File: src/hw/rtl/csvt_pkg.sv
// Shared types, byte codes and helpers of the CSV field tokenizer.
// No dependencies.
`timescale 1ns / 1ps
package csvt_pkg;

  localparam logic [7:0] CH_QUOTE = 8'h22;
  localparam logic [7:0] CH_COMMA = 8'h2C;
  localparam logic [7:0] CH_LF    = 8'h0A;
  localparam logic [7:0] CH_CR    = 8'h0D;
  localparam logic [7:0] CH_SPACE = 8'h20;
  localparam logic [7:0] CH_TAB   = 8'h09;

  localparam logic [1:0] BLK_SPACE = 2'd0;
  localparam logic [1:0] BLK_TAB   = 2'd1;
  localparam logic [1:0] BLK_LF    = 2'd2;

  // What an accepted word leads to.
  typedef enum logic [1:0] {
    ACT_NONE    = 2'd0,
    ACT_RESULT  = 2'd1,
    ACT_RELEASE = 2'd2
  } act_t;

  typedef struct packed {
    logic take;
    logic load_item;
    logic rd_en;
    logic load_blank;
    logic load_byte;
  } ctrl_cmd_t;

  typedef struct packed {
    act_t act;
    logic slot_free;
    logic rel_last;
  } dp_stat_t;

  function automatic logic [1:0] blank_code(input logic [7:0] b);
    logic [1:0] c;
    case (b)
      CH_SPACE: c = BLK_SPACE;
      CH_TAB:   c = BLK_TAB;
      default:  c = BLK_LF;
    endcase
    return c;
  endfunction

  function automatic logic [7:0] blank_byte(input logic [1:0] c);
    logic [7:0] b;
    case (c)
      BLK_TAB: b = CH_TAB;
      BLK_LF:  b = CH_LF;
      default: b = CH_SPACE;
    endcase
    return b;
  endfunction

endpackage

File: src/hw/rtl/csvt_ram.sv
// Generic single-write, single-read RAM with registered read data.
// No dependencies.
`timescale 1ns / 1ps
module csvt_ram #(
  parameter int WIDTH = 2,
  parameter int DEPTH = 32,
  localparam int AW = (DEPTH > 1) ? $clog2(DEPTH) : 1
) (
  input  logic             clk,
  input  logic             we,
  input  logic [AW-1:0]    waddr,
  input  logic [WIDTH-1:0] wdata,
  input  logic             re,
  input  logic [AW-1:0]    raddr,
  output logic [WIDTH-1:0] rdata
);

  logic [WIDTH-1:0] mem_r [DEPTH];
  logic [WIDTH-1:0] rdata_r;

  always_ff @(posedge clk) begin
    if (we) begin
      mem_r[waddr] <= wdata;
    end
    if (re) begin
      rdata_r <= mem_r[raddr];
    end
  end

  assign rdata = rdata_r;

endmodule

File: src/hw/rtl/csvt_ctrl.sv
// Sequencer of the tokenizer: accepts words and walks the held-blank release.
// Depends on csvt_pkg.
`timescale 1ns / 1ps
module csvt_ctrl (
  input  logic                clk,
  input  logic                rst_n,
  input  logic                in_valid,
  output logic                in_ready,
  input  csvt_pkg::dp_stat_t  stat,
  output csvt_pkg::ctrl_cmd_t cmd
);

  typedef enum logic [3:0] {
    S_IDLE  = 4'b0001,
    S_READ  = 4'b0010,
    S_BLANK = 4'b0100,
    S_BYTE  = 4'b1000
  } state_t;

  state_t state_r, state_nxt;

  always_ff @(posedge clk) begin
    if (!rst_n) begin
      state_r <= S_IDLE;
    end else begin
      state_r <= state_nxt;
    end
  end

  assign in_ready = (state_r == S_IDLE) && stat.slot_free;

  always_comb begin
    state_nxt = state_r;
    cmd       = '0;
    case (state_r)
      S_IDLE: begin
        if (in_valid && stat.slot_free) begin
          cmd.take = 1'b1;
          if (stat.act == csvt_pkg::ACT_RESULT) begin
            cmd.load_item = 1'b1;
          end else if (stat.act == csvt_pkg::ACT_RELEASE) begin
            state_nxt = S_READ;
          end
        end
      end
      S_READ: begin
        cmd.rd_en = 1'b1;
        state_nxt = S_BLANK;
      end
      S_BLANK: begin
        if (stat.slot_free) begin
          cmd.load_blank = 1'b1;
          state_nxt      = stat.rel_last ? S_BYTE : S_READ;
        end
      end
      S_BYTE: begin
        if (stat.slot_free) begin
          cmd.load_byte = 1'b1;
          state_nxt     = S_IDLE;
        end
      end
      default: state_nxt = S_IDLE;
    endcase
  end

endmodule

File: src/hw/rtl/csvt_dp.sv
// Datapath of the tokenizer: parse state, blank store, output register.
// Depends on csvt_pkg and csvt_ram.
`timescale 1ns / 1ps
module csvt_dp #(
  parameter int MAX_COLUMNS = 256,
  parameter int BLANK_HOLD  = 32
) (
  input  logic                clk,
  input  logic                rst_n,
  input  logic [7:0]          in_byte,
  input  logic                in_end_of_text,
  input  csvt_pkg::ctrl_cmd_t cmd,
  output csvt_pkg::dp_stat_t  stat,
  output logic                out_valid,
  input  logic                out_ready,
  output logic [7:0]          out_data_byte,
  output logic                out_byte_valid,
  output logic                out_end_of_field,
  output logic                out_end_of_row,
  output logic [7:0]          out_column_index,
  output logic                out_in_header,
  output logic                out_column_mismatch,
  output logic                out_blank_overflow,
  output logic                out_last
);

  localparam int FC_W  = $clog2(MAX_COLUMNS);
  localparam int HW_W  = $clog2(MAX_COLUMNS + 1);
  localparam int HC_W  = $clog2(BLANK_HOLD + 1);
  localparam int AW    = (BLANK_HOLD > 1) ? $clog2(BLANK_HOLD) : 1;
  localparam int EXT_W = (FC_W > 8) ? FC_W : 8;

  // parse state
  logic            quoting_r, quoting_nxt;
  logic            qcp_r, qcp_nxt;
  logic            cr_r, cr_nxt;
  logic            fhc_r, fhc_nxt;
  logic [HC_W-1:0] held_r, held_nxt;
  logic [FC_W-1:0] fc_r, fc_nxt;
  logic [HW_W-1:0] hw_r, hw_nxt;
  logic            hd_r, hd_nxt;
  logic            ro_r, ro_nxt;
  logic            ovf_r, ovf_nxt;

  // release bookkeeping
  logic [7:0]      rel_byte_r;
  logic            rel_ovf_r;
  logic [HC_W-1:0] rel_cnt_r;
  logic [HC_W-1:0] idx_r;

  // output register
  logic            ov_r;
  logic [7:0]      o_data_r;
  logic            o_bv_r, o_eof_r, o_eor_r, o_hdr_r, o_mism_r, o_ovf_r, o_last_r;
  logic [7:0]      o_col_r;

  // decode
  logic            go, q_eff, is_end, end_row, is_content, skip, wr_en, blank;
  logic [7:0]      bcur;
  logic            res_eof, res_eor, res_mism;
  logic [HW_W-1:0] count;
  logic [EXT_W-1:0] fc_ext;
  logic [7:0]      col;
  logic [1:0]      ram_q;
  csvt_pkg::act_t  act;

  assign count  = HW_W'(fc_r) + HW_W'(1);
  assign fc_ext = EXT_W'(fc_r);
  assign col    = (fc_ext > EXT_W'(255)) ? 8'hFF : fc_ext[7:0];
  assign blank  = bcur inside {csvt_pkg::CH_SPACE, csvt_pkg::CH_TAB, csvt_pkg::CH_LF};

  always_comb begin
    quoting_nxt = quoting_r;
    qcp_nxt     = qcp_r;
    cr_nxt      = cr_r;
    fhc_nxt     = fhc_r;
    held_nxt    = held_r;
    fc_nxt      = fc_r;
    hw_nxt      = hw_r;
    hd_nxt      = hd_r;
    ro_nxt      = ro_r;
    ovf_nxt     = ovf_r;
    wr_en       = 1'b0;
    act         = csvt_pkg::ACT_NONE;
    res_eof     = 1'b0;
    res_eor     = 1'b0;
    res_mism    = 1'b0;
    bcur        = in_byte;
    q_eff       = quoting_r;
    go          = 1'b1;
    is_end      = 1'b0;
    end_row     = 1'b0;
    is_content  = 1'b0;

    if (in_end_of_text) begin
      is_end  = ro_r;
      end_row = 1'b1;
    end else begin
      // a quote after a closing quote is a literal quote
      if (qcp_r) begin
        qcp_nxt = 1'b0;
        if (in_byte == csvt_pkg::CH_QUOTE) begin
          is_content = 1'b1;
          go         = 1'b0;
        end else begin
          q_eff       = 1'b0;
          quoting_nxt = 1'b0;
        end
      end
      // drop the LF of a CR LF pair
      if (go && cr_r) begin
        cr_nxt = 1'b0;
        if (in_byte == csvt_pkg::CH_LF) begin
          go = 1'b0;
        end
      end
      if (go) begin
        if (in_byte == csvt_pkg::CH_CR) begin
          cr_nxt = 1'b1;
          bcur   = csvt_pkg::CH_LF;
        end
        if (bcur == csvt_pkg::CH_QUOTE) begin
          ro_nxt = 1'b1;
          if (!q_eff) begin
            quoting_nxt = 1'b1;
          end else begin
            qcp_nxt = 1'b1;
          end
        end else if (!q_eff && (bcur == csvt_pkg::CH_COMMA || bcur == csvt_pkg::CH_LF)) begin
          is_end  = 1'b1;
          end_row = (bcur == csvt_pkg::CH_LF);
        end else begin
          is_content = 1'b1;
        end
      end
    end

    skip = end_row && hd_r && (fc_r == '0) && !fhc_r;

    if (is_end) begin
      fhc_nxt  = 1'b0;
      held_nxt = '0;
      ovf_nxt  = 1'b0;
      if (skip) begin
        ro_nxt = 1'b0;
      end else if (end_row) begin
        act      = csvt_pkg::ACT_RESULT;
        res_eof  = 1'b1;
        res_eor  = 1'b1;
        res_mism = hd_r && (count != hw_r);
        if (!hd_r) begin
          hw_nxt = count;
          hd_nxt = 1'b1;
        end
        fc_nxt = '0;
        ro_nxt = 1'b0;
      end else begin
        act     = csvt_pkg::ACT_RESULT;
        res_eof = 1'b1;
        ro_nxt  = 1'b1;
        if (fc_r < FC_W'(MAX_COLUMNS - 1)) begin
          fc_nxt = fc_r + FC_W'(1);
        end
      end
    end

    if (is_content) begin
      ro_nxt = 1'b1;
      if (blank) begin
        if (fhc_r) begin
          if (held_r < HC_W'(BLANK_HOLD)) begin
            wr_en    = 1'b1;
            held_nxt = held_r + HC_W'(1);
          end else begin
            ovf_nxt = 1'b1;
          end
        end
      end else begin
        act      = (held_r == '0) ? csvt_pkg::ACT_RESULT : csvt_pkg::ACT_RELEASE;
        held_nxt = '0;
        ovf_nxt  = 1'b0;
        fhc_nxt  = 1'b1;
      end
    end

    // end of text returns everything to the reset state
    if (in_end_of_text) begin
      quoting_nxt = 1'b0;
      qcp_nxt     = 1'b0;
      cr_nxt      = 1'b0;
      fhc_nxt     = 1'b0;
      held_nxt    = '0;
      fc_nxt      = '0;
      hw_nxt      = '0;
      hd_nxt      = 1'b0;
      ro_nxt      = 1'b0;
      ovf_nxt     = 1'b0;
    end
  end

  always_ff @(posedge clk) begin
    if (!rst_n) begin
      quoting_r <= 1'b0;
      qcp_r     <= 1'b0;
      cr_r      <= 1'b0;
      fhc_r     <= 1'b0;
      held_r    <= '0;
      fc_r      <= '0;
      hw_r      <= '0;
      hd_r      <= 1'b0;
      ro_r      <= 1'b0;
      ovf_r     <= 1'b0;
      idx_r     <= '0;
      ov_r      <= 1'b0;
    end else begin
      if (cmd.take) begin
        quoting_r <= quoting_nxt;
        qcp_r     <= qcp_nxt;
        cr_r      <= cr_nxt;
        fhc_r     <= fhc_nxt;
        held_r    <= held_nxt;
        fc_r      <= fc_nxt;
        hw_r      <= hw_nxt;
        hd_r      <= hd_nxt;
        ro_r      <= ro_nxt;
        ovf_r     <= ovf_nxt;
        idx_r     <= '0;
      end else if (cmd.load_blank) begin
        idx_r <= idx_r + HC_W'(1);
      end
      if (cmd.load_item || cmd.load_blank || cmd.load_byte) begin
        ov_r <= 1'b1;
      end else if (out_ready) begin
        ov_r <= 1'b0;
      end
    end
  end

  // payload registers
  always_ff @(posedge clk) begin
    if (cmd.take) begin
      rel_byte_r <= bcur;
      rel_ovf_r  <= ovf_r;
      rel_cnt_r  <= held_r;
    end
    if (cmd.load_item) begin
      o_data_r <= is_content ? bcur : 8'h00;
      o_bv_r   <= is_content;
      o_eof_r  <= res_eof;
      o_eor_r  <= res_eor;
      o_col_r  <= col;
      o_hdr_r  <= !hd_r;
      o_mism_r <= res_mism;
      o_ovf_r  <= is_content && ovf_r;
      o_last_r <= 1'b1;
    end else if (cmd.load_blank || cmd.load_byte) begin
      o_data_r <= cmd.load_blank ? csvt_pkg::blank_byte(ram_q) : rel_byte_r;
      o_bv_r   <= 1'b1;
      o_eof_r  <= 1'b0;
      o_eor_r  <= 1'b0;
      o_col_r  <= col;
      o_hdr_r  <= !hd_r;
      o_mism_r <= 1'b0;
      o_ovf_r  <= rel_ovf_r;
      o_last_r <= cmd.load_byte;
    end
  end

  csvt_ram #(
    .WIDTH (2),
    .DEPTH (BLANK_HOLD)
  ) u_blank_ram (
    .clk   (clk),
    .we    (cmd.take && wr_en),
    .waddr (held_r[AW-1:0]),
    .wdata (csvt_pkg::blank_code(bcur)),
    .re    (cmd.rd_en),
    .raddr (idx_r[AW-1:0]),
    .rdata (ram_q)
  );

  assign stat.act       = act;
  assign stat.slot_free = !ov_r || out_ready;
  assign stat.rel_last  = (idx_r == HC_W'(rel_cnt_r - HC_W'(1)));

  assign out_valid           = ov_r;
  assign out_data_byte       = o_data_r;
  assign out_byte_valid      = o_bv_r;
  assign out_end_of_field    = o_eof_r;
  assign out_end_of_row      = o_eor_r;
  assign out_column_index    = o_col_r;
  assign out_in_header       = o_hdr_r;
  assign out_column_mismatch = o_mism_r;
  assign out_blank_overflow  = o_ovf_r;
  assign out_last            = o_last_r;

endmodule

File: src/hw/rtl/csv_field_tokenizer.sv
// CSV field tokenizer: one raw byte a word in, field bytes and markers out,
// one field item a result word, with the held-blank release between them.
// Depends on csvt_pkg, csvt_ctrl and csvt_dp (which uses csvt_ram).
//
// Throughput: a word that leads to no result or to one result (a field or
// row marker, or a content byte with no blanks held in front of it) leaves
// the controller idle, so such words stream at one per clock while the output
// register is drained. A content byte that releases N held blanks (space, tab
// or LF kept inside a field until a later non-blank byte shows they are inner
// blanks) holds in_ready low after it is taken until its release is done:
// each blank is one registered read of the blank RAM followed by its load
// into the output register, then the byte itself; any output stall holds the
// release at the pending load. End of text flushes an open row as a row end
// and returns the tokenizer to its power-up state, expecting a new header row.
`timescale 1ns / 1ps
module csv_field_tokenizer #(
  parameter int MAX_COLUMNS = 256,  // column counter saturates at MAX_COLUMNS-1
  parameter int BLANK_HOLD  = 32    // depth of the trailing-blank store
) (
  input  logic       clk,
  input  logic       rst_n,
  // input channel
  input  logic       in_valid,
  output logic       in_ready,
  input  logic [7:0] in_byte,
  input  logic       in_end_of_text,
  // result channel
  output logic       out_valid,
  input  logic       out_ready,
  output logic [7:0] out_data_byte,
  output logic       out_byte_valid,
  output logic       out_end_of_field,
  output logic       out_end_of_row,
  output logic [7:0] out_column_index,
  output logic       out_in_header,
  output logic       out_column_mismatch,
  output logic       out_blank_overflow,
  output logic       out_last
);

  csvt_pkg::ctrl_cmd_t cmd;
  csvt_pkg::dp_stat_t  stat;

  // Controller: accept words, sequence the release of held blanks.
  csvt_ctrl u_ctrl (
    .clk      (clk),
    .rst_n    (rst_n),
    .in_valid (in_valid),
    .in_ready (in_ready),
    .stat     (stat),
    .cmd      (cmd)
  );

  // Datapath: quote/CR folding, field trimming, column counting, output register.
  csvt_dp #(
    .MAX_COLUMNS (MAX_COLUMNS),
    .BLANK_HOLD  (BLANK_HOLD)
  ) u_dp (
    .clk                 (clk),
    .rst_n               (rst_n),
    .in_byte             (in_byte),
    .in_end_of_text      (in_end_of_text),
    .cmd                 (cmd),
    .stat                (stat),
    .out_valid           (out_valid),
    .out_ready           (out_ready),
    .out_data_byte       (out_data_byte),
    .out_byte_valid      (out_byte_valid),
    .out_end_of_field    (out_end_of_field),
    .out_end_of_row      (out_end_of_row),
    .out_column_index    (out_column_index),
    .out_in_header       (out_in_header),
    .out_column_mismatch (out_column_mismatch),
    .out_blank_overflow  (out_blank_overflow),
    .out_last            (out_last)
  );

endmodule

File: config.mk
export PLATFORM = sky130hd
export DESIGN_NAME = csv_field_tokenizer
export DESIGN_NICKNAME = d
export VERILOG_FILES = /design/src/hw/rtl/csvt_pkg.sv /design/src/hw/rtl/csvt_ram.sv /design/src/hw/rtl/csvt_ctrl.sv /design/src/hw/rtl/csvt_dp.sv /design/src/hw/rtl/csv_field_tokenizer.sv
export SDC_FILE = /design/constraint.sdc
export NUM_CORES = 1
export LEC_CHECK = 0
export BUFFER_PORTS_ARGS = -buffer_cell sky130_fd_sc_hd__buf_4
export CAP_MARGIN = 20
export CORE_AREA = 2 2 171 189
export CTS_CLUSTER_SIZE = 30
export DETAILED_ROUTE_END_ITERATION = 10
export DIE_AREA = 0 0 173 191
export HOLD_SLACK_MARGIN = 0.15
export REMOVE_ABC_BUFFERS = 1
export SETUP_SLACK_MARGIN = 0.15
export SYNTH_ARGS = -nofsm -noshare
export SYNTH_HDL_FRONTEND = slang
export SYNTH_HIERARCHICAL = 1
export SYNTH_SLANG_ARGS = --single-unit
File: constraint.sdc
create_clock -name clk -period 4 [get_ports clk]
set_input_delay 0.8 -clock clk [delete_from_list [all_inputs] [get_ports clk]]
set_output_delay 0.8 -clock clk [all_outputs]
set_load 0.05 [all_outputs]
# Word level (Yosys, flattened, before mapping)
# Memories as Yosys holds them, arrays and structs flattened. A register that Yosys moved wholly into a read port is not among the register bits.
# Index checks and enable logic that the tools add are counted.
# W data, S select, Z words.
# word_totals
reg_bits,79
latch_bits,0
ramBits,64
rom_bits,0
in_bits,13
wordCells,227
memories,1
# op_classes
addsub,5
mul,0
n_div,0
n_lt_le_gt_ge,3
eq_ne,26
shift,0
muxes,131
bitwise_logic,1
reduce_logical,35
# mem_list
name,depth,word_bits,rd,rd_ports_with_merged_regs,wr,line,source
u_dp.u_blank_ram.mem_r,32,2,1,1,1,csvt_ram.sv:18,logic [WIDTH-1:0] mem_r [DEPTH];
# ops
operator,n
$mux W8,17
$mux W1,88
$mux W9,5
$eq A8 B4 Y1 const B,5
$mux W6,6
$eq A8 B6 Y1 const B,4
$mux W4,6
$pmux W4 S4,1
$add A6 B1 Y6 const B,2
$mux W2,6
$pmux W6 S2,1
$logic_and A1 B1 Y1,10
$ne A2 B2 Y1 const B,5
$reduce_and A5 Y1,2
$add A8 B1 Y9 const B,1
$ne A9 B9 Y1,1
$add A8 B1 Y8 const B,1
$gt A8 B8 Y1 const B,1
$logic_not A8 Y1,1
$lt A8 B8 Y1 const B,1
$reduce_and A4 Y1,2
$reduce_bool A2 Y1,4
$reduce_bool A4 Y1,2
$eq A6 B6 Y1,1
17 further kinds,28

# Depth between registers and ports, before layout
# depth
depth_word,30
mapped_depth,13
ltp_nobuf,11

# Cells and area by module
# The synthesis kept the hierarchy.
# by_module_without_submodules
module,n_inst,cells_each,area_per_inst_um2
csvt_dp,1,403,3936.3
csvt_ram,1,184,2803.9
csvt_ctrl,1,40,316.6

# Worst setup path before layout
# No wires, ideal clock.
# synth_path
kind,input-to-reg
startpoint,input in_byte[7]
endpoint,"register u_dp.o_ovf_r, in the netlist u_dp/out_blank_overflow, enable pin"
setup_ps,377
arrival_ps,3733
t_required_ps,3623
setup_slack_ps,-110
stages,13
path_buffers,3
path_cell_list,or3_1 > clkbuf_1 > nor3_2 > nand2_1 > o21ai_0 > nand2b_1 > clkbuf_1 > o31ai_1 > inv_1 > nor4_1 > clkbuf_1 > nor3_1 > inv_1
# synth_lines
element,line,source
"start, declared",csv_field_tokenizer.sv:25,"input logic [7:0] in_byte,"
"end signal, assigned",csvt_dp.sv:254,o_ovf_r <= is_content && ovf_r;
"end signal, assigned",csvt_dp.sv:264,o_ovf_r <= rel_ovf_r;
"end, declared",csvt_dp.sv:54,"logic o_bv_r, o_eof_r, o_eor_r, o_hdr_r, o_mism_r, o_ovf_r, o_last_r;"

==> qor.csv <==
metric,value,unit
Vias/cell,4.52,
routed len/inst,15.1,um
die width,173,um
IO Pins,38,
"setup slack, reg-to-reg",1190,ps
worst endpoint required time,4170,ps
synthesis-to-finish area growth,20.1,%
"Seq/Total Area, Yosys",0.557,
FMAX,299,MHz
vias,4967,
"Cell Area, Placed",7840,um^2
final core occ,0.272,
"Non-Filler Cell Area, Final",8480,um^2
Worst Hold Class,reg2reg,
Layout Cells excl Fill,1098,
Synth Instances,627,
CTS H-tree depth,4,
ys async rst share,0,
Skew-Pair Late Insertion Delay,420,ps
CTS Sinks,145,
net switching power,0.773,mW
Post-synth top flop,edfxtp_1,
worst reg2reg path endpoint,u_dp/out_data_byte[2],
number of distinct library cells after synthesis,75,
cells on worst reg2reg path,12,
Flop pwr share,0.473,
PwrDens,407,nW/um^2
worst vdd ir,0.306,mV
XOR/XNOR share of the synthesized area,0.0335,
Final period util,0.835,
CORE AREA,31100,um^2
Storage cell area,3940,um^2
clock share of power,0.471,
RePlAce Congestion,0.817,
CTS Root Buffer Type,clkbuf_16,
TritonCTS clock tree,yes,
CTS Buffer Depth,2,
I/O Buffers,37,
initial cell density of the core,0.227,
Clock transition at path regs,60,ps
layout cells sized above 1,0.149,
Final Skew,15.5,ps
final-report setup violation count,0,
"flops & latches, synth",145,
"EDFF count, synth",103,
First DRT Iteration DRCs,381,
gr usage total,0.100,
RSZ-0062 raised after global routing,false,
Worst Setup End Kind,flop,
ANT nets after route,0,
# fillers,3263,
DP Wirelength,11400,um
status,"complete, no violations",
crit path from,in_byte[0],
Hold Fails Final Rpt,0,
# diodes,0,
main combinational cell family by area after synthesis,simple AND/OR/NAND/NOR gates,
Slew @ Worst Pin,884,ps
Final Critical Period,3340,ps
Avg Synthesized Cell Area,11.3,um^2
grt ovf,0,
leakage power,2.81,nW
first-pass GRT wire length,26300,um
adder-cell area share of the yosys netlist,0.0142,
Internal,2.67,mW
Yosys warning total,6,
arrival time at the worst endpoint,3510,ps
Total Wirelength,16500,um
Post-CTS Setup Bufs,0,
"critical path fanouts, max",17,
Num CTS Buffers,17,
Max-cap violations,0,
vias in the first global route,4942,
DRC Markers,0,
Die H,191,um
CTS Hold Bufs,0,
Die Area,33000,um^2
CTS resizes,0,
num rows,68,
initial antenna violation count,0,
Fin Setup TNS,0,ps
area occupied by multi-input gates,2880,um^2
placed cell count,1065,
Synth Area in Compound Gates,0.124,
mux share of post-synthesis cell area,0.0596,
Reg2Reg Launch Point,u_dp/quoting_r,
Gate power share,0.056,
Pre-antenna DRT Iters,5,
Worst Setup Start Kind,input port,
Nets,686,
Min Hold Slack,465,ps
largest net degree at the start of global routing,33,
Mapped Area,7060,um^2
CP Class,in2reg,
simple-gate share of the synthesized area,0.174,
max_slew headroom,0.410,
Max Slew Vio Count,0,
worst setup path end,u_dp/out_data_byte[2],
Net Sw Frac,0.224,
[cells by family (layout without fill, tap and decap cells)]
family / after synthesis / in the layout
AOI/OAI and AO/OA: 119 / 119
xor gates and xnor gates: 27 / 27
adders and majority gates: 8 / 8
buffers and inverters: 58 / 109
DFF: 145 / 145
muxes: 42 / 42
and+or+nand+nor: 228 / 228
[placed cells by master (no fill, tap or decap), types with 7 or more instances in the layout]
| cell | synthesis | final |
|---|---|---|
| xor2_1 | 15 | 15 |
| edfxtp_1 | 103 | 103 |
| or3_1 | 9 | 9 |
| xnor2_1 | 12 | 12 |
| ha_1 | 8 | 8 |
| mux2i_1 | 42 | 42 |
| a21oi_1 | 11 | 11 |
| a22oi_1 | 15 | 15 |
| nor2b_1 | 9 | 9 |
| nand2b_1 | 15 | 15 |
| nand3b_1 | 9 | 9 |
| nor2_1 | 65 | 65 |
| inv_1 | 20 | 20 |
| a31oi_1 | 7 | 7 |
| dfxtp_1 | 42 | 41 |
| nand4b_1 | 8 | 8 |
| nor3_1 | 17 | 16 |
| nand2_1 | 36 | 36 |
| nand3_1 | 15 | 15 |
| buf_4 | 0 | 56 |
| clkbuf_16 | 0 | 17 |
| o21ai_0 | 15 | 15 |
[synth_stat cells, types with 4 or more instances]
master,count,area [um^2]
a211o_1,4,35.0
a21o_1,4,30.0
a21oi_1,11,55.1
a22oi_1,15,113
a31oi_1,7,43.8
a32o_1,6,60.1
and2_1,5,31.3
and3_1,6,37.5
clkbuf_1,26,97.6
dfxtp_1,42,841
edfxtp_1,103,3090
ha_1,8,100
inv_1,20,75.1
mux2i_1,42,420
nand2_1,36,135
nand2b_1,15,93.8
nand3_1,15,75.1
nand3b_1,9,67.6
nand4_1,4,25.0
nand4b_1,8,70.1
nor2_1,65,244
nor2b_1,9,56.3
nor3_1,17,85.1
nor3b_1,5,37.5
nor4b_1,4,35.0
o211ai_1,4,30.0
o21a_1,6,45.0
o21ai_0,15,75.1
o21ai_1,4,20.0
o22ai_1,5,31.3
o311ai_1,4,35.0
o31ai_1,4,30.0
or3_1,9,56.3
or3b_1,4,35.0
xnor2_1,12,105
xor2_1,15,131
[worst max-delay path: stages]
cell,delay (ps)
buf_4,140
or3b_1,500
o31ai_1,450
a211oi_4,180
o21bai_1,180
nand2_1,80
o31ai_1,130
inv_1,120
nor4_2,250
buf_4,170
buf_4,200
nor2_1,90
a32o_1,200
[layout make-up]
type	count	share of cell area
multi-input combinational	424	0.340
clock buffer	18	0.0506
clock inverter	14	0.0213
tap	420	0.0620
inverter	20	0.00886
timing repair buffer	57	0.0528
sequential	145	0.464
[through the flow]
step	power [mW]	worst slack, ps
after floorplan	1.78	-1060
after global placement	1.86	329
after detailed placement	1.86	258
after CTS	3.48	705
after global routing	3.56	469
final	3.45	659
[sequential cells by signal, indices dropped and copies added (netlist names), 4 cells and up]
register	cells
u_dp/u_blank_ram/mem_r	64
u_dp/hw_r	9
u_dp/fc_ext	8
u_dp/out_column_index	8
u_dp/out_data_byte	8
u_dp/rel_byte_r	8
u_dp/held_r	6
u_dp/idx_r	6
u_dp/rel_cnt_r	6
u_ctrl/state_r	4
[power groups by stage]
stage / Clock [mW] / Combinational (mW) / Sequential [mW]
floorplan: 0 / 0.0752 / 1.70
global placement: 0 / 0.192 / 1.66
detailed placement: 0 / 0.193 / 1.66
CTS: 1.66 / 0.193 / 1.63
global route: 1.72 / 0.208 / 1.63
finish: 1.62 / 0.192 / 1.63
[how the worst min path moves through the flow]
stage | start | endpoint | slack [ps] | cells past startpoint
6_report | u_dp/out_last | u_dp/out_last | 470 | 2
5_1_grt | u_dp/out_last | u_dp/out_last | 490 | 2
4_1_cts | u_dp/hw_r[3] | u_dp/hw_r[3] | 470 | 2
3_5_place_dp | u_dp/hw_r[3] | u_dp/hw_r[3] | 460 | 2
3_3_place_gp | u_dp/hw_r[3] | u_dp/hw_r[3] | 450 | 2
2_1_floorplan | u_dp/ovf_r | u_dp/rel_ovf_r | 420 | 0
[metal layers]
layer  share of wire  track usage
met3           0.052       0.0239
met1            0.43        0.121
met4           0.011       0.0391
met5               0            0
met2            0.50        0.174
Power figures use the tool's default switching activity.
